**config.mk**
```make
export PLATFORM = sky130hd
export DESIGN_NAME = hng_fifo
export DESIGN_NICKNAME = d
export VERILOG_FILES = /design/src/hdl/hng_pkg.sv /design/src/hdl/hng_fifo.sv
export SDC_FILE = /design/constraint.sdc
export NUM_CORES = 1
export LEC_CHECK = 0
export BUFFER_PORTS_ARGS = -buffer_cell sky130_fd_sc_hd__buf_4
export CAP_MARGIN = 30
export CORE_MARGIN = 1
export CORE_UTILIZATION = 55
export CTS_CLUSTER_DIAMETER = 150
export DETAILED_ROUTE_END_ITERATION = 7
export GPL_TIMING_DRIVEN = 0
export PLACE_DENSITY_LB_ADDON = 0.1
export SYNTH_ARGS = -nofsm -noshare
export SYNTH_HDL_FRONTEND = slang
export SYNTH_SLANG_ARGS = --single-unit
```
**constraint.sdc**
```tcl
create_clock -name clk -period 3.4 [get_ports clk]
set_input_delay 0.68 -clock clk [delete_from_list [all_inputs] [get_ports clk]]
set_output_delay 0.68 -clock clk [all_outputs]
set_load 0.1 [all_outputs]
```
**src/hdl/hng_pkg.sv**
```systemverilog
// ----------------------------------------------------------------------------
// hng_pkg
// Shared types and constants of the heightmap normal generator.
// ----------------------------------------------------------------------------
package hng_pkg;

	localparam int MAX_COLS   = 1024;
	localparam int COL_W      = $clog2(MAX_COLS);
	localparam int CNT_W      = 11;
	localparam int MAX_ROWS   = 4096;
	localparam int ROW_W      = 13;
	localparam int STEP_W     = 12;
	localparam int H_W        = 16;
	localparam int D_W        = H_W + 1;
	localparam int MAG_W      = 29;
	localparam int PROD_W     = 2 * MAG_W;
	localparam int SQ_W       = 60;
	localparam int ROOT_W     = SQ_W / 2;
	localparam int Q_W        = 15;
	localparam int SUM_W      = 18;
	localparam int ONE_Q14    = 16384;
	localparam int FIFO_DEPTH = 4;
	localparam int CFG_W      = 13;

	localparam logic [1:0] CFG_NUM_COLS = 2'd0;
	localparam logic [1:0] CFG_NUM_ROWS = 2'd1;
	localparam logic [1:0] CFG_STEP_X   = 2'd2;
	localparam logic [1:0] CFG_STEP_Y   = 2'd3;

	typedef struct packed {
		logic                  func;
		logic signed [H_W-1:0] height;
	} hng_req_t;

	typedef struct packed {
		logic signed [15:0] normal_x;
		logic signed [15:0] normal_y;
		logic signed [15:0] normal_z;
		logic               frame_last;
	} hng_res_t;

	// saturated frame geometry
	typedef struct packed {
		logic [CNT_W-1:0]  cols;
		logic [ROW_W-1:0]  rows;
		logic [STEP_W-1:0] dx;
		logic [STEP_W-1:0] dy;
	} hng_geom_t;

	// one grid point with its neighborhood, front to back
	typedef struct packed {
		logic [H_W-1:0] h;
		logic [H_W-1:0] e;
		logic [H_W-1:0] s;
		logic [H_W-1:0] n;
		logic [H_W-1:0] w;
		logic           he;
		logic           hs;
		logic           hn;
		logic           hw;
		logic           last;
	} hng_job_t;

endpackage

```
**src/hdl/hng_fifo.sv**
```systemverilog
// ----------------------------------------------------------------------------
// hng_fifo
// Short queue of gathered grid points between front and back.
// ----------------------------------------------------------------------------
module hng_fifo import hng_pkg::*; (
	input  logic     clk,
	input  logic     arst_n,
	input  logic     push,
	input  hng_job_t push_job,
	output logic     full,
	input  logic     pop,
	output hng_job_t pop_job,
	output logic     empty
);

	localparam int PTR_W = $clog2(FIFO_DEPTH);
	localparam int CNT_FW = $clog2(FIFO_DEPTH + 1);

	hng_job_t           mem_q [FIFO_DEPTH];
	logic [PTR_W-1:0]   wp_q, rp_q;
	logic [CNT_FW-1:0]  cnt_q;

	assign full    = (cnt_q == CNT_FW'(FIFO_DEPTH));
	assign empty   = (cnt_q == '0);
	assign pop_job = mem_q[rp_q];

	always_ff @(posedge clk) begin
		if (push) begin
			mem_q[wp_q] <= push_job;
		end
	end

	always_ff @(posedge clk or negedge arst_n) begin
		if (!arst_n) begin
			wp_q  <= '0;
			rp_q  <= '0;
			cnt_q <= '0;
		end else begin
			if (push) begin
				wp_q <= wp_q + PTR_W'(1);
			end
			if (pop) begin
				rp_q <= rp_q + PTR_W'(1);
			end
			if (push && !pop) begin
				cnt_q <= cnt_q + CNT_FW'(1);
			end else if (pop && !push) begin
				cnt_q <= cnt_q - CNT_FW'(1);
			end
		end
	end

endmodule

```
# == Word-level counts from Yosys, hierarchy flattened ==
# Memory sizes are Yosys's and may differ from the RTL's.
# Index checks and enable logic that the tools add are counted.
# totals
regBits,7
mem_bits_rw,340
out_inout_bits,87
elab_cells,19
n_memories,1
# op_classes
addsub,4
n_eq_ne,1
muxes,4
reduce_logical,6
# mem_list
memory,depth,width,read_ports,rd_clocked_by_memory_dff,wr,line_no,text
mem_q,4,85,1,0,1,hng_fifo.sv:19,hng_job_t mem_q [FIFO_DEPTH];
# ops
operator,count
$mux W3,2
$add A2 B1 Y2 const B,2
$add A3 B1 Y3 const B,1
$eq A3 B3 Y1 const B,1
$logic_not A3 Y1,1
$sub A3 B1 Y3 const B,1
$logic_and A1 B1 Y1,2
$logic_not A1 Y1,2
$mux W1,2
$reduce_bool A2 Y1,1

# == Depth between registers and ports, before layout ==
# Gate-level depths: netlist of run 1.
# depth
ltp_word,4
ltp_mapped,7
ltp_nobuf,7

# == Worst setup path before layout of run 1 ==
# No wires, ideal clock.
# synth_timing
kind,register to output
start,register cnt_q[0]
end,output port full
arrival_time_ps,2653
setup_slack_ps,67
path_stages_with_launch,2
cell_sequence,dfrtp_1 -> nor3b_1
# synth_via
elab_chain_len,1
# synth_lines
item,line_no,text
from (decl),hng_fifo.sv:21,logic [CNT_FW-1:0] cnt_q;
from (signal assigned),hng_fifo.sv:46,cnt_q <= cnt_q + CNT_FW'(1);
from (signal assigned),hng_fifo.sv:48,cnt_q <= cnt_q - CNT_FW'(1);
$eq A3 B3 Y1,hng_fifo.sv:23,assign full = (cnt_q == CNT_FW'(FIFO_DEPTH));
to (decl),hng_fifo.sv:10,"output logic full,"
# Every way passes these cells.

==> impl_metrics.toml, run 1 <==
[sta]
max_slew.worst_pin.slew_ns = 0.713
rsz0062_at_grt = "no"
clock.fmax_mhz = 340
skew_ns = 0.0187
fin_hold_ws_ns = 0.364
setup_violations = 0
final.min_clock_period_ns = 2.94
timing.final.hold_violations = 0
max_slew_margin_pct = 52.4
final_max_slew_viol_count = 0
fin_crit_sh_pct = 86.6

[worst_setup_path]
worst_setup_path_end_kind = "primary output"
timing.critical_path.buf_inv = 4
slowest_delay_ns = 0.38
crit_path_max_fanout = 10
r2r_slack_ns = 1.44
worstPathArrival_ns = 2.26
cp_top_family = "buffers and inverters"
crit_path_cell_trace = "buf_2 -> buf_2 -> buf_2 -> mux4_2 -> buf_4"
critical_path.reg2reg.startpoint = "wp_q[0]"
critical_path.startpoint = "rp_q[1]"
timing.reg2reg.worst_path_depth = 4
crit-reg2reg-capture = "mem_q[2][31]"
timing.critical_path.from_type = "flop"
crit_slowest_cell = "sky130_fd_sc_hd__buf_2"
timing.critical_path.mode_cell = "sky130_fd_sc_hd__buf_2"
critical_path_class = "flop to primary output"
worstPathRequired_ns = 2.72

[floorplanning]
rows = 55
design.die.area_um2 = 23700
initial_utilization_pct = 56.0
core_area_um2 = 22600
die-height_um = 154
die_w_um = 154
i_o_pin_total = 176

[min_path]
worst_hold_path_type = "input port to flop"
timing.hold.worst_path_depth = 2
min_to = "rp_q[0]"
hp-start = "pop"

[yosys]
unique_masters_post_synth = 21
synthesis.area_per_instance_um2 = 26.5
post_synth_inst_count = 479
synthesis.yosys.warnings = 0
yosys.area.top_type = "sky130_fd_sc_hd__edfxtp_1"
yosys.area.top_type_share_pct = 80.5
synth_seq_area_share_pct = 81.9
netlist_area_um2 = 12700
synth_top_cells_by_area = "sky130_fd_sc_hd__edfxtp_1 81%, sky130_fd_sc_hd__mux4_2 15%, sky130_fd_sc_hd__dfrtp_1 1.4%"
synth.net_count = 574
yosys_register_bits = 347

[drt]
routed-via-count = 5621
route.final.wire_length_um = 21900
drt-initial-drc-count = 293
drt_pre_antenna_iters = 4
dr_vias_cell = 5.58
drc = 0
final_antenna_net_count = 0
route.detailed.wl_per_inst_um = 21.7

[clocking]
cts_setup_buffers = 0
cts.root.buffer_cell = "sky130_fd_sc_hd__clkbuf_16"
clock_tree_from_tritoncts = "built"
number_of_h_tree_branching_levels = 2
path_clk_slew_ns = 0.06
cts_inserted_buffers = 36
clock_latency_ns = 0.50
cts_num_sinks = 347
ctsLongestPathBuffers = 3

[finish]
layout.cells.most_common = "sky130_fd_sc_hd__edfxtp_1"
finish.cell_count_without_fillers = 1008
drive_above_1_share_pct = 46.5
n_antenna_cell = 0
design.final.nets = 792
mostFrequentLayoutCells = "340 x sky130_fd_sc_hd__edfxtp_1, 178 x sky130_fd_sc_hd__buf_4, 85 x sky130_fd_sc_hd__mux4_2, 37 x sky130_fd_sc_hd__clkbuf_16, 10 x sky130_fd_sc_hd__clkbuf_1"
fin_util_pct = 69.0
area_delta_synth_final_pct = 23.2

[place]
port_buffers = 175
place_hpwl_um = 13300
place_congestion = 0.691
place.detailed.instances = 943

[grt]
pin_count_of_the_biggest_net_entering_global_routing = 54
groute.usage.overall_pct = 19.4
grt_pass1_wl_um = 34100
vias_in_the_first_global_route = 6109
overflow = 0
grt_antenna_before_repair = 0

[outcome]
status = "finished, final reports clean"

[job]
timing.max_cap.violations = 0
registers in the layout, summed over array words and instances, names as in the netlist:
register / count
mem_q: 340
cnt_q: 3
rp_q: 2
wp_q: 2
synth_stat cells (all sizes together):
master and count:
ha 5, o21ai 1, mux2 1, inv 4, clkbuf 3, buf 17, nor3b 1, nand2 2
fa 1, nor3 1, and2 4, mux4 85, nor2 1, dfrtp 7, xor2 4, edfxtp 340
xnor2 2
repair_timing:
| action | 4_1_cts | 5_1_grt |
|---|---|---|
| resized for setup | 0 | 0 |
| endpoints found under the hold margin | 7 | 0 |
| hold buffers | 1 | 0 |
worst reg2reg max path: cells and delay by family (launching register included):
| kind | cells | cell delay, ns |
|---|---|---|
| buffers and inverters | 2 | 0.45 |
| and+or+nand+nor | 1 | 0.57 |
| adders and majority gates | 1 | 0.16 |
| DFF | 1 | 0.42 |
worst max-delay path by stage:
stage                               to  cells after the start  slack [ns]
after floorplan                   full                      1        0.07
after global placement    mem_q[3][58]                      2       -1.37
after detailed placement   pop_job[52]                      5        0.93
after CTS                  pop_job[55]                      5        0.39
after global routing       pop_job[52]                      5        0.33
final                      pop_job[52]                      5        0.46
layer usage:
metal	GRT usage (%)	wire [um]
met5	0	0
met4	5.90	382
met3	4.31	1330
met2	32.3	11200
met1	25.9	8970
kinds of logic after synthesis:
logic type      share of synthesized area (%)
fa+ha+maj                               0.651
flops                                    81.9
simple gates                            0.385
compound gates                         0.0394
xor+xnor                                0.414
buf+inv                                  1.42
mux                                      15.2
per-stage QoR:
stage	TNS [ns]	area, um2	worst slack, ns
floorplan	0	12700	0.0672
global placement	-462.49	14400	-1.37
detailed placement	0	14500	0.934
CTS	0	15600	0.386
global route	0	15600	0.332
finish	0	15600	0.455
layout make-up:
class | instances | area [um2]
inverters | 4 | 15.0
clock buffers | 44 | 952
repair buffers | 180 | 1430
plain buffers | 20 | 165
flip-flops and latches | 347 | 10400
fillers | 1411 | 7020
clock inverters | 20 | 191
well taps | 285 | 357
multi-input cells | 108 | 2120
Power of run 1 is left out: the tool's default activity adds up to more than one toggle a clock period on the data nets, which glitch-free logic cannot reach.
==> inputs of run 2 (changes only) <==
--- a/config.mk
+++ b/config.mk
@@ -7,3 +7,3 @@
 export LEC_CHECK = 0
-export BUFFER_PORTS_ARGS = -buffer_cell sky130_fd_sc_hd__buf_4
+export BUFFER_PORTS_ARGS = -buffer_cell sky130_fd_sc_hd__buf_2
 export CAP_MARGIN = 30
==> constraint.sdc (replaced) <==
create_clock -name clk -period 3.4 [get_ports clk]
set_input_delay 0.34 -clock clk [delete_from_list [all_inputs] [get_ports clk]]
set_output_delay 0.34 -clock clk [all_outputs]
set_load 0.1 [all_outputs]
==> run 2 against run 1 <==
  * Register-to-register slack about the same
  * Largest cell class unchanged
  * Critical path type unchanged
  * Count of clock-buffer cells in the layout grew 5
  * Via count decreased by 0.41%
==> impl_metrics.toml, run 2 (same netlist as run 1, synthesis figures left out) <==
[outcome]
status = "finished, final reports clean"

[grt]
grt_pass1_wl_um = 33800
overflow = 0
pin_count_of_the_biggest_net_entering_global_routing = 50
grt_antenna_before_repair = 4
groute.usage.overall_pct = 19.4
vias_in_the_first_global_route = 6046

[clocking]
cts_resized = 0
number_of_h_tree_branching_levels = 2
clock_latency_ns = 0.49
path_clk_slew_ns = 0.06
ctsLongestPathBuffers = 3
cts_num_sinks = 347
cts.root.buffer_cell = "sky130_fd_sc_hd__clkbuf_16"
cts_inserted_buffers = 36
clock_tree_from_tritoncts = "built"

[place]
port_buffers = 175
place_hpwl_um = 13400
place_congestion = 0.683

[min_path]
timing.hold.worst_path_depth = 1
worst_hold_path_type = "input port to flop"

[finish]
largest_register_ff_count = 340
area_delta_synth_final_pct = 19.6
drive_above_1_share_pct = 46.2
design.final.nets = 792
mostFrequentLayoutCells = "340 x sky130_fd_sc_hd__edfxtp_1, 184 x sky130_fd_sc_hd__buf_2, 85 x sky130_fd_sc_hd__mux4_2, 38 x sky130_fd_sc_hd__clkbuf_16, 12 x sky130_fd_sc_hd__clkbuf_1"
layout.cells.most_common = "sky130_fd_sc_hd__edfxtp_1"
largestRegisters = "mem_q x340, cnt_q x3"
final.fill_count = 1459
regMostFlops = "mem_q"

[worst_setup_path]
timing.critical_path.from_type = "flop"
worst_setup_path_end_kind = "primary output"
worstPathRequired_ns = 3.06
critical_path_class = "flop to primary output"
worstPathArrival_ns = 2.34
crit_path_max_fanout = 10
timing.reg2reg.worst_path_depth = 4

[floorplanning]
rows = 55
die_w_um = 154
die-height_um = 154
design.die.area_um2 = 23700
core_area_um2 = 22600
i_o_pin_total = 176
initial_utilization_pct = 56.0

[drt]
route.final.wire_length_um = 21900
route.detailed.wl_per_inst_um = 21.8
drt-initial-drc-count = 339
drc = 0
dr_vias_cell = 5.56
final_antenna_net_count = 0
routed-via-count = 5598
drt_pre_antenna_iters = 4

[sta]
timing.final.hold_violations = 0
final_max_slew_viol_count = 0
fin_setup_tns_ns = 0
rsz0062_at_grt = "no"
clock.fmax_mhz = 373
setup_violations = 0
fin_crit_sh_pct = 78.9
max_slew.worst_pin.slew_ns = 0.772
max_slew_margin_pct = 48.5
skew_ns = 0.0113
final.min_clock_period_ns = 2.68

[job]
timing.max_cap.violations = 0
## run 2: per-layer routing
metal  wire [um]  part of all wire, %  GRT usage (%)  vias to the layer above
li1            -                    -              -                     2498
met1        8920                   41           25.2                     2902
met2       11200                   51           32.7                      159
met3        1290                  5.9           4.34                       37
met4         469                  2.1           6.29                        2
met5          10                0.046              0                        -
## run 2: worst max-delay path: stages (launching register included)
cell                       delay (ns)
sky130_fd_sc_hd__dfrtp_1         0.31
sky130_fd_sc_hd__buf_2           0.14
sky130_fd_sc_hd__clkbuf_1        0.60
sky130_fd_sc_hd__mux4_2          0.35
sky130_fd_sc_hd__buf_2           0.44
## run 2: repair_timing
action                                 4_1_cts  5_1_grt
hold buffers                                 1        0
endpoints found under the hold margin        7        0
buffers inserted                             0        0
## run 2: through the flow
step / utilization (%) / setup slack [ns] / std cells / instance area [um2] / hold slack [ns]
after detailed placement: 62.0 / 1.20 / 943 / 14000 / 0.182
after global routing: 67.0 / 0.621 / 1005 / 15200 / 0.0421
after CTS: 66.9 / 0.658 / 1004 / 15200 / 0.0340
final: 67.0 / 0.716 / 1007 / 15200 / 0.0592
after floorplan: - / 0.356 / 479 / 12700 / 0.0444
after global placement: 61.4 / -1.15 / 939 / 13900 / 0.174
## run 2: cell type report
type,count,area (um2),area share (%)
Inverter,4,15.0,0.0990
Buffer,20,165,1.09
Clock buffer,49,1010,6.68
Tap cell,285,357,2.35
Sequential cell,347,10400,68.5
Antenna cell,3,7.51,0.0495
Timing Repair Buffer,180,996,6.57
Clock inverter,11,101,0.668
Multi-Input combinational cell,108,2120,14.0
## run 2: final timing paths
kind | from | endpoint | slack (ns)
hold reg to reg | cnt_q[2] | cnt_q[2] | 0.52
min in group asynchronous | arst_n | cnt_q[2] | 0.23
hold / removal | push_job[84] | mem_q[1][84] | 0.06
setup / recovery | rp_q[1] | pop_job[18] | 0.72
setup reg to reg | wp_q[0] | mem_q[2][38] | 1.44
max in group asynchronous | arst_n | wp_q[0] | 3.01
Power of run 2 is left out for the same reason.
