<file path="config.mk">
export PLATFORM = sky130hd
export DESIGN_NAME = hng_back
export DESIGN_NICKNAME = d
export VERILOG_FILES = /design/src/hdl/hng_pkg.sv /design/src/hdl/hng_back.sv
export SDC_FILE = /design/constraint.sdc
export NUM_CORES = 2
export LEC_CHECK = 0
export BUFFER_PORTS_ARGS = -buffer_cell sky130_fd_sc_hd__buf_2
export CAP_MARGIN = 30
export CELL_PAD_IN_SITES_DETAIL_PLACEMENT = 1
export CELL_PAD_IN_SITES_GLOBAL_PLACEMENT = 1
export CORE_UTILIZATION = 50
export CTS_CLUSTER_SIZE = 12
export DETAILED_ROUTE_END_ITERATION = 8
export PLACE_DENSITY_LB_ADDON = 0.1
export SYNTH_ARGS = -nofsm -noshare
export SYNTH_HDL_FRONTEND = slang
export SYNTH_SLANG_ARGS = --single-unit
</file>
<file path="constraint.sdc">
create_clock -name clk -period 16.8 [get_ports clk]
set_clock_uncertainty 0.2 [all_clocks]
set_input_delay 0.84 -clock clk [delete_from_list [all_inputs] [get_ports clk]]
set_output_delay 0.84 -clock clk [all_outputs]
set_load 0.05 [all_outputs]
</file>
<file path="src/hdl/hng_pkg.sv">
// ----------------------------------------------------------------------------
// hng_pkg
// Shared types and constants of the heightmap normal generator.
// ----------------------------------------------------------------------------
package hng_pkg;

	localparam int MAX_COLS   = 1024;
	localparam int COL_W      = $clog2(MAX_COLS);
	localparam int CNT_W      = 11;
	localparam int MAX_ROWS   = 4096;
	localparam int ROW_W      = 13;
	localparam int STEP_W     = 12;
	localparam int H_W        = 16;
	localparam int D_W        = H_W + 1;
	localparam int MAG_W      = 29;
	localparam int PROD_W     = 2 * MAG_W;
	localparam int SQ_W       = 60;
	localparam int ROOT_W     = SQ_W / 2;
	localparam int Q_W        = 15;
	localparam int SUM_W      = 18;
	localparam int ONE_Q14    = 16384;
	localparam int FIFO_DEPTH = 4;
	localparam int CFG_W      = 13;

	localparam logic [1:0] CFG_NUM_COLS = 2'd0;
	localparam logic [1:0] CFG_NUM_ROWS = 2'd1;
	localparam logic [1:0] CFG_STEP_X   = 2'd2;
	localparam logic [1:0] CFG_STEP_Y   = 2'd3;

	typedef struct packed {
		logic                  func;
		logic signed [H_W-1:0] height;
	} hng_req_t;

	typedef struct packed {
		logic signed [15:0] normal_x;
		logic signed [15:0] normal_y;
		logic signed [15:0] normal_z;
		logic               frame_last;
	} hng_res_t;

	// saturated frame geometry
	typedef struct packed {
		logic [CNT_W-1:0]  cols;
		logic [ROW_W-1:0]  rows;
		logic [STEP_W-1:0] dx;
		logic [STEP_W-1:0] dy;
	} hng_geom_t;

	// one grid point with its neighborhood, front to back
	typedef struct packed {
		logic [H_W-1:0] h;
		logic [H_W-1:0] e;
		logic [H_W-1:0] s;
		logic [H_W-1:0] n;
		logic [H_W-1:0] w;
		logic           he;
		logic           hs;
		logic           hn;
		logic           hw;
		logic           last;
	} hng_job_t;

endpackage

</file>
<file path="src/hdl/hng_back.sv">
// ----------------------------------------------------------------------------
// hng_back
// Quadrant cross products, shared multiplier, bit-serial sqrt and divider.
// ----------------------------------------------------------------------------
module hng_back import hng_pkg::*; (
	input  logic      clk,
	input  logic      arst_n,
	input  hng_geom_t geom,
	input  logic      empty,
	output logic      pop,
	input  hng_job_t  pop_job,
	output logic      res_valid,
	input  logic      res_stall,
	output hng_res_t  res_data
);

	typedef enum logic [2:0] {
		B_IDLE, B_QSEL, B_MUL, B_SQ, B_SQRT, B_DIV, B_ACC, B_OUT
	} bstate_t;

	bstate_t                  state_q;
	logic signed [D_W-1:0]    eh_q, sh_q, nh_q, wh_q;
	logic [3:0]               pres_q;
	logic                     last_q, fin_q;
	logic [2:0]               qd_q;
	logic [1:0]               k_q;
	logic [3:0]               i_q;
	logic [4:0]               it_q;
	logic                     vneg_q [3];
	logic [MAG_W-1:0]         vmag_q [3];
	logic [Q_W-1:0]           nq_q [3];
	logic [SQ_W-1:0]          sv_q, res_q, bit_q;
	logic [ROOT_W-1:0]        len_q;
	logic [ROOT_W:0]          rem_q;
	logic [Q_W-1:0]           quo_q;
	logic signed [SUM_W-1:0]  sum_q [3];
	logic [PROD_W-1:0]        prod_q;

	logic [MAG_W-1:0]   mul_a, mul_b;
	logic               mul_neg;
	logic signed [D_W-1:0] d0, d1;
	logic               f0, f1;
	logic [SQ_W:0]      sq_t;
	logic               sq_ge;
	logic [SQ_W-1:0]    sq_res;
	logic [ROOT_W:0]    dv_cand, dv_rem;
	logic               dv_ge;
	hng_res_t           out_q;

	function automatic logic [D_W-1:0] mag_d(input logic signed [D_W-1:0] v);
		mag_d = v[D_W-1] ? D_W'(-v) : D_W'(v);
	endfunction

	function automatic logic signed [SUM_W-1:0] sgn_q(input logic neg,
			input logic [Q_W-1:0] q);
		logic signed [SUM_W-1:0] p;
		p = $signed({{(SUM_W-Q_W){1'b0}}, q});
		sgn_q = neg ? -p : p;
	endfunction

	assign pop       = (state_q == B_IDLE) && !empty;
	assign res_data  = out_q;

	// operand selection for the shared multiplier
	always_comb begin
		d0  = qd_q[1] ? wh_q : eh_q;
		f0  = !qd_q[1];
		f1  = !(qd_q == 3'd1 || qd_q == 3'd2);
		d1  = f1 ? sh_q : nh_q;
		mul_a   = '0;
		mul_b   = '0;
		mul_neg = 1'b0;
		if (state_q == B_MUL) begin
			case (k_q)
				2'd0: begin
					mul_a   = MAG_W'(mag_d(d0));
					mul_b   = MAG_W'(geom.dy);
					mul_neg = d0[D_W-1] ^ f0;
				end
				2'd1: begin
					mul_a   = MAG_W'(mag_d(d1));
					mul_b   = MAG_W'(geom.dx);
					mul_neg = d1[D_W-1] ^ f1;
				end
				default: begin
					mul_a = MAG_W'(geom.dx);
					mul_b = MAG_W'(geom.dy);
				end
			endcase
		end else if (state_q == B_SQ) begin
			case (k_q)
				2'd0: begin mul_a = vmag_q[0]; mul_b = vmag_q[0]; end
				2'd1: begin mul_a = vmag_q[1]; mul_b = vmag_q[1]; end
				2'd2: begin mul_a = vmag_q[2]; mul_b = vmag_q[2]; end
				default: begin mul_a = '0; mul_b = '0; end
			endcase
		end
	end

	always_ff @(posedge clk) begin
		prod_q <= mul_a * mul_b;
	end

	// one root digit per cycle
	always_comb begin
		sq_t   = {1'b0, res_q} + {1'b0, bit_q};
		sq_ge  = {1'b0, sv_q} >= sq_t;
		sq_res = sq_ge ? (res_q >> 1) + bit_q : (res_q >> 1);
	end

	// one quotient bit per cycle
	always_comb begin
		case (k_q)
			2'd0: dv_cand = {2'b00, vmag_q[0]};
			2'd1: dv_cand = {2'b00, vmag_q[1]};
			default: dv_cand = {2'b00, vmag_q[2]};
		endcase
		if (i_q != '0) begin
			dv_cand = {rem_q[ROOT_W-1:0], 1'b0};
		end
		dv_ge  = dv_cand >= {1'b0, len_q};
		dv_rem = dv_ge ? dv_cand - {1'b0, len_q} : dv_cand;
	end

	always_ff @(posedge clk or negedge arst_n) begin
		if (!arst_n) begin
			state_q   <= B_IDLE;
			res_valid <= 1'b0;
			out_q     <= '0;
			eh_q      <= '0;
			sh_q      <= '0;
			nh_q      <= '0;
			wh_q      <= '0;
			pres_q    <= '0;
			last_q    <= 1'b0;
			fin_q     <= 1'b0;
			qd_q      <= '0;
			k_q       <= '0;
			i_q       <= '0;
			it_q      <= '0;
			sv_q      <= '0;
			res_q     <= '0;
			bit_q     <= '0;
			len_q     <= '0;
			rem_q     <= '0;
			quo_q     <= '0;
			for (int j = 0; j < 3; j++) begin
				vneg_q[j] <= 1'b0;
				vmag_q[j] <= '0;
				nq_q[j]   <= '0;
				sum_q[j]  <= '0;
			end
		end else begin
			unique case (state_q)
				B_IDLE: begin
					if (!empty) begin
						eh_q   <= $signed({pop_job.e[H_W-1], pop_job.e} -
							{pop_job.h[H_W-1], pop_job.h});
						sh_q   <= $signed({pop_job.s[H_W-1], pop_job.s} -
							{pop_job.h[H_W-1], pop_job.h});
						nh_q   <= $signed({pop_job.n[H_W-1], pop_job.n} -
							{pop_job.h[H_W-1], pop_job.h});
						wh_q   <= $signed({pop_job.w[H_W-1], pop_job.w} -
							{pop_job.h[H_W-1], pop_job.h});
						pres_q <= {pop_job.hw && pop_job.hs, pop_job.hn && pop_job.hw,
							pop_job.he && pop_job.hn, pop_job.hs && pop_job.he};
						last_q <= pop_job.last;
						fin_q  <= 1'b0;
						qd_q   <= '0;
						for (int j = 0; j < 3; j++) begin
							sum_q[j] <= '0;
						end
						state_q <= B_QSEL;
					end
				end
				B_QSEL: begin
					if (qd_q == 3'd4) begin
						// final pass over the summed normals
						for (int j = 0; j < 3; j++) begin
							vneg_q[j] <= sum_q[j][SUM_W-1];
							vmag_q[j] <= MAG_W'(sum_q[j][SUM_W-1] ?
								-sum_q[j] : sum_q[j]);
						end
						fin_q   <= 1'b1;
						k_q     <= '0;
						state_q <= B_SQ;
					end else if (pres_q[qd_q[1:0]]) begin
						k_q     <= '0;
						state_q <= B_MUL;
					end else begin
						// edge quadrant contributes straight up
						sum_q[2] <= sum_q[2] + SUM_W'(ONE_Q14);
						qd_q     <= qd_q + 3'd1;
					end
				end
				B_MUL: begin
					case (k_q)
						2'd0: vneg_q[0] <= mul_neg;
						2'd1: begin
							vneg_q[1] <= mul_neg;
							vmag_q[0] <= prod_q[MAG_W-1:0];
						end
						2'd2: begin
							vneg_q[2] <= mul_neg;
							vmag_q[1] <= prod_q[MAG_W-1:0];
						end
						default: vmag_q[2] <= prod_q[MAG_W-1:0];
					endcase
					if (k_q == 2'd3) begin
						k_q     <= '0;
						state_q <= B_SQ;
					end else begin
						k_q <= k_q + 2'd1;
					end
				end
				B_SQ: begin
					if (k_q == '0) begin
						sv_q <= '0;
					end else begin
						sv_q <= sv_q + SQ_W'(prod_q);
					end
					if (k_q == 2'd3) begin
						res_q   <= '0;
						bit_q   <= SQ_W'(1) << (SQ_W - 2);
						it_q    <= '0;
						state_q <= B_SQRT;
					end else begin
						k_q <= k_q + 2'd1;
					end
				end
				B_SQRT: begin
					if (sq_ge) begin
						sv_q <= sv_q - sq_t[SQ_W-1:0];
					end
					res_q <= sq_res;
					bit_q <= bit_q >> 2;
					it_q  <= it_q + 5'd1;
					if (it_q == 5'(ROOT_W - 1)) begin
						len_q <= sq_res[ROOT_W-1:0];
						k_q   <= '0;
						i_q   <= '0;
						if (sq_res == '0) begin
							state_q <= B_ACC;
						end else begin
							state_q <= B_DIV;
						end
					end
				end
				B_DIV: begin
					rem_q <= dv_rem;
					quo_q <= {quo_q[Q_W-2:0], dv_ge};
					if (i_q == 4'(Q_W - 1)) begin
						case (k_q)
							2'd0: nq_q[0] <= {quo_q[Q_W-2:0], dv_ge};
							2'd1: nq_q[1] <= {quo_q[Q_W-2:0], dv_ge};
							default: nq_q[2] <= {quo_q[Q_W-2:0], dv_ge};
						endcase
						i_q <= '0;
						if (k_q == 2'd2) begin
							state_q <= B_ACC;
						end else begin
							k_q <= k_q + 2'd1;
						end
					end else begin
						i_q <= i_q + 4'd1;
					end
				end
				B_ACC: begin
					if (!fin_q) begin
						for (int j = 0; j < 3; j++) begin
							sum_q[j] <= sum_q[j] + sgn_q(vneg_q[j], nq_q[j]);
						end
						qd_q    <= qd_q + 3'd1;
						state_q <= B_QSEL;
					end else begin
						if (len_q == '0) begin
							out_q.normal_x <= '0;
							out_q.normal_y <= '0;
							out_q.normal_z <= 16'(ONE_Q14);
						end else begin
							out_q.normal_x <= 16'(sgn_q(vneg_q[0], nq_q[0]));
							out_q.normal_y <= 16'(sgn_q(vneg_q[1], nq_q[1]));
							out_q.normal_z <= 16'(sgn_q(vneg_q[2], nq_q[2]));
						end
						out_q.frame_last <= last_q;
						res_valid        <= 1'b1;
						state_q          <= B_OUT;
					end
				end
				B_OUT: begin
					if (!res_stall) begin
						res_valid <= 1'b0;
						state_q   <= B_IDLE;
					end
				end
				default: state_q <= B_IDLE;
			endcase
		end
	end

	a_div_nonzero: assert property (@(posedge clk) disable iff (!arst_n)
		(state_q == B_DIV) |-> (len_q != '0))
		else $error("divide started with zero length");

	a_quot_range: assert property (@(posedge clk) disable iff (!arst_n)
		(state_q == B_ACC) |-> (nq_q[0] <= Q_W'(ONE_Q14) &&
			nq_q[1] <= Q_W'(ONE_Q14) && nq_q[2] <= Q_W'(ONE_Q14)))
		else $error("normalized component above one");

	a_res_from_acc: assert property (@(posedge clk) disable iff (!arst_n)
		$rose(res_valid) |-> $past(state_q == B_ACC && fin_q))
		else $error("result raised outside final accumulate");

endmodule

</file>
**Word-level counts from Yosys, hierarchy flattened**

Index checks and enable logic that the tools add are counted.
W data, S select, Z words.

- Add/sub/neg operators: 25
- $lt $le $gt $ge: 3
- Equal/unequal tests: 35
- $mul: 1
- Bitwise gates (word level): 4
- Reduce and logical (&&, ||, !) cells: 43
- Mux-type cells: 83

Operator list:

| kind | number |
|---|---|
| $pmux W60 S2 | 3 |
| $mux W60 | 5 |
| $mux W29 | 9 |
| $pmux W87 S2 | 1 |
| $mux W54 | 2 |
| $mux W18 | 5 |
| $mux W87 | 1 |
| $neg A18 Y29 | 3 |
| $pmux W29 S3 | 1 |
| $pmux W36 S2 | 1 |
| $mux W17 | 4 |
| $sub A16 B16 Y17 | 4 |
| $add A60 B60 Y61 | 1 |
| $ge A60 B61 Y1 | 1 |
| $add A59 B60 Y60 | 1 |
| $add A60 B58 Y60 | 1 |
| $logic_not A60 Y1 | 1 |
| $sub A60 B60 Y60 | 1 |
| $mul A29 B29 Y58 | 1 |
| $pmux W29 S2 | 1 |
| $add A18 B18 Y18 | 3 |
| $neg A15 Y18 | 3 |
| $pmux W18 S3 | 1 |
| $mux W48 | 1 |
| other kinds (55) | 139 |

- Logic and storage cells: 230
- Bits in registers: 642
- Output and inout port bits: 51
- Bits of input ports: 137

**Logic depth before layout (Yosys ltp)**

- Word-level depth: 8
- Gate-level depth with buffers: 53
- Mapped depth without buffers: 48

**Least setup slack after synthesis**

Ideal clock, no wire load.

- Path type: register to register
- Start point: reg qd_q[1]
- End point: reg prod_q[56]
- Buffers on the path: 7
- Setup time: 0.072 ns
- Slack: 4.790 ns
- Clock period less this slack: 12.010 ns
- Data required time: 16.528 ns
- Cell stages (with the launch flop): 49
- Data arrival time: 11.738 ns
- Cell sequence: dfrtp_1 -> clkbuf_1 -> clkbuf_1 -> buf_1 -> inv_1 -> ha_1 -> nor2_1 -> or2_2 -> clkbuf_1 -> buf_1 -> clkbuf_1 -> mux2i_1 -> ha_1 -> o21ai_0 -> nor2_1 -> and3_1 -> nor2_1 -> xnor2_1 -> [13 not listed] -> inv_1 -> fa_1 -> inv_1 -> fa_1 -> inv_1 -> ha_1 -> nand3_1 -> or4_1 -> o22a_1 -> o22ai_1 -> a22oi_1 -> a21oi_1 -> nand4_1 -> a31oi_1 -> a21oi_1 -> a2bb2oi_1 -> o21ai_0 -> xor2_1

- Cells in the longest elaborated chain, start to end: 8
- Elaborated cells on any way between the ends: 12
- Classes of those cells: add/sub: 2; mul: 1; eq/ne: 2; mux: 6; reduce/logical: 1

Ends and longest elaborated chain:

| what | RTL line | source |
|---|---|---|
| start, declared | hng_back.sv:25 | `logic [2:0] qd_q;` |
| start signal, assigned | hng_back.sv:193 | `qd_q <= qd_q + 3'd1;` |
| start signal, assigned | hng_back.sv:273 | `qd_q <= qd_q + 3'd1;` |
| $eq A3 B1 Y1 or $eq A3 B2 Y1 (tied branches) | hng_back.sv:68 | `f1 = !(qd_q == 3'd1 \|\| qd_q == 3'd2);` |
| $logic_or A1 B1 Y1 | hng_back.sv:68 |  |
| $mux W17 | hng_back.sv:69 | `d1 = f1 ? sh_q : nh_q;` |
| $neg A17 Y17 | hng_back.sv:51 | `mag_d = v[D_W-1] ? D_W'(-v) : D_W'(v);` |
| $mux W17 | hng_back.sv:51 |  |
| $pmux W17 S2 * | hng_back.sv:74 | `case (k_q)` |
| $mux W29 * | hng_back.sv:73 | `if (state_q == B_MUL) begin` |
| $mul A29 B29 Y58 * | hng_back.sv:101 | `prod_q <= mul_a * mul_b;` |
| end signal, assigned | hng_back.sv:101 |  |
| end, declared | hng_back.sv:37 | `logic [PROD_W-1:0] prod_q;` |

Mark *: on every way between the ends. The rest lies on a longest branch, timed or not.
A chain may end at the register's enable or synchronous reset.

**Final worst setup path**

Ends and elaborated chain as after synthesis.

==> metrics.txt <==
P_leak=38.39 nW; vias in the first global route=66,400; CTS tree=built; EDFF count, synth=0; VDD IR max=0.0002244 V; global-route wire length before repair=386,800 um; hold-critical path endpoint=pres_q[2]; IO Count=188; Buf/Inv on CP=8; post-CTS setup buffer count=0; Critical Path Start Type=flip-flop; CTS H-Tree Depth=3; P_int=6.419 mW; sequential fraction of the synthesis area=21.07%; Final ANT Viol Nets=0; RSZ-0062 raised after global routing=no; Vias/cell=5.930; CP peak stage delay=650 ps; final setup fails=0; post-synth top area share=19.96%; clock group share of total power=12.8%; Final Hold Vio Count=0; CP endpoint kind=flip-flop; WL per Instance=23.90 um; status=complete, no violations; FMAX=0.07624 GHz; setup TNS=0 ps; Slew Viols, Final=0; Area contributors post-synth=fa_1 20%, dfrtp_1 19%, ha_1 10%; Reg2Reg Capture Point=prod_q[56]; Std-Cell Rows=138; min-delay worst type=input pin to flip-flop; fill count=16,990; R2R Setup Slk=3680 ps; vias=61,610; crit path DAT=13,480 ps; Nets=9,880; largest net degree at the start of global routing=150; Area Overhead vs Synth=7.710%; first drt pass iteration count=5; post-DP HPWL=196,000 um; Mapped Area=71,310 um2; hold depth=3; Async S/R FF share, synth=90.52%; slowest stage cell on the critical path=nor2_1; Post-Syn Nets=9,886; CP Depth=40; Total GRT Usage=34.36%; core area=141,600 um2; Die Width=379.6 um; Die Area=144,100 um2; clk sinks=612; sequential power share=16.9%; worst-path maximum fanout=42; sw power=7.445 mW; clk slew on worst S/H paths=60 ps; Congestion Overflow GR=0; max-cap violations=0; Residual DRC=0; Clock Latency Late Sink=710 ps; total power draw=13.86 mW; routability cong.=0.9217; total CTS buffers=76; hold_buf cts=1; Main synth FF type=dfrtp_1; PostCTS Resize Cnt=0; post-route minimum period=13,120 ps; Iter 0 DRT Violations=3,765; root buffer cell=clkbuf_16; most frequent CP cell=fa_1; Worst Tran Pin Value=1091 ps; Setup CP Type=flip-flop to flip-flop; Initial Util=50.36%; Gate power share=70.2%; FF+latch count, synth=612; PwrDens=180.5 nW/um2; R2R depth=40; period utilisation layout=78.07%; Post-Synthesis Cells=8,447; post-synth top area cell=fa_1; die height=379.6 um; Net Sw Frac=53.70%; Crit. Startpoint=qd_q[1]; share of cells above drive strength 1=6.778%; Reg-to-Reg Start=qd_q[1]; Ys Warns=0; average size of a mapped cell=8.442 um2; Slew HR=26.50%; WP data required=17,170 ps; Port Buf Inserts=163; initial antenna violation count=5; delay-heaviest family, CP=adder cells; Routed Wire Length=248,400 um; Hold Crit Start=pop_job[1]; clock buffer depth=3; post-synth cell types=104
-- worst max path at each step --
stage                      end  slack (ps)
detailed placement  prod_q[56]        3920
CTS                 prod_q[56]        3830
global route        prod_q[56]        3100
floorplan           prod_q[56]        4790
global placement    prod_q[56]        3860
finish              prod_q[56]        3680
-- worst reg2reg max path: cells and delay by family (launching register included) --
family	cells	cell delay, ps
fa+ha+maj	10	4860
buf+inv	8	1350
simple gates	9	3030
compound gates	10	2390
xor+xnor	2	310
mux	1	550
flops	1	330
-- kinds of logic (layout without fill, tap and decap cells) --
group	Yosys count	in the layout	synth area share, %
other cells	0	2	0
compound gates	1888	1888	17.11
mux	141	141	2.093
simple gates	2504	2504	15.29
xor+xnor	475	475	5.834
flops	612	612	21.07
buf+inv	1525	1576	8.279
fa+ha+maj	1302	1302	30.33
-- per-stage QoR --
stage	util [%]	hold WS [ps]	instances	cell area [um2]	setup slack [ps]
after global routing	54.24	174.6	10390	76800	3104
after CTS	54.21	140.9	10390	76760	3832
after detailed placement	52.30	259.9	10250	74050	3918
final	54.25	177.6	10390	76800	3684
after global placement	52.20	249.4	10240	73900	3856
after floorplan	-	233.4	8447	71310	4790
-- cell usage after synthesis (all sizes together) (11+ instances only) --
library cell and count:
or3 38, o21bai 49, nand3 106, nand4 63
clkbuf 322, nor4 29, a21oi 386, a22oi 19
xnor2 318, a21o 181, or2 32, xor2 157
a21boi 42, nand2 1136, o21ai 562, or4 14
a22o 107, a221oi 49, buf 40, nor2b 63
o41ai 19, nand2b 77, nor3 79, fa 711
and2 37, nor2 730, dfrtp 554, o211ai 22
a211oi 37, dfxtp 58, and3 57, mux2i 88
o31ai 108, inv 1159, o21a 46, o22ai 11
mux2 52, a31oi 104, a31o 23, ha 591
-- flip-flops by register name (all words and copies together) (netlist names), 30 cells and up --
signal and cells:
bit_q 30, len_q 30, nq_q 45, prod_q 58
rem_q 30, res_data 49, res_q 60, sum_q 54
sv_q 60, vmag_q 87
-- routing by layer --
| layer | GRT usage, % | share of wire (%) |
|---|---|---|
| met2 | 57.34 | 47 |
| met1 | 44.69 | 42 |
| met5 | 0 | 0.021 |
| met4 | 14.33 | 4.9 |
| met3 | 4.793 | 5.8 |
-- cells in the final DEF (no fill, tap or decap), types with 36 or more instances in the layout --
master / count
a211oi_1: 36
a21boi_0: 42
a21o_1: 178
a21oi_1: 383
a221oi_1: 49
a22o_1: 106
a31oi_1: 101
and3_1: 54
buf_2: 164
buf_4: 106
clkbuf_16: 76
dfrtp_1: 554
dfxtp_1: 58
fa_1: 711
ha_1: 588
inv_1: 1158
mux2_2: 51
mux2i_1: 88
nand2_1: 1132
nand2b_1: 77
nand3_1: 105
nand4_1: 63
nor2_1: 718
nor2b_1: 63
nor3_1: 77
o21a_1: 45
o21ai_0: 553
o21bai_1: 49
o31ai_1: 108
or3_1: 36
xnor2_1: 318
xor2_1: 157
-- power by group through the flow --
stage | Sequential, mW | Combinational (mW) | Clock [mW]
after floorplan | 2.10 | 6.84 | 0
after global placement | 2.34 | 9.22 | 0
after detailed placement | 2.36 | 9.59 | 0
after CTS | 2.34 | 9.67 | 1.81
after global routing | 2.39 | 10.7 | 1.86
final | 2.35 | 9.74 | 1.78
-- layout make-up --
| type | count | area (um2) | area share [%] |
|---|---|---|---|
| clock inverters | 34 | 546.8 | 0.7119 |
| diodes | 2 | 5.005 | 0.006516 |
| well taps | 1890 | 2365 | 3.079 |
| clock buffers | 101 | 2146 | 2.794 |
| flip-flops and latches | 612 | 15020 | 19.56 |
| multi-input cells | 6310 | 50560 | 65.82 |
| repair buffers | 279 | 1799 | 2.343 |
| inverters | 1162 | 4362 | 5.679 |
(Power assumes the default switching activity.)
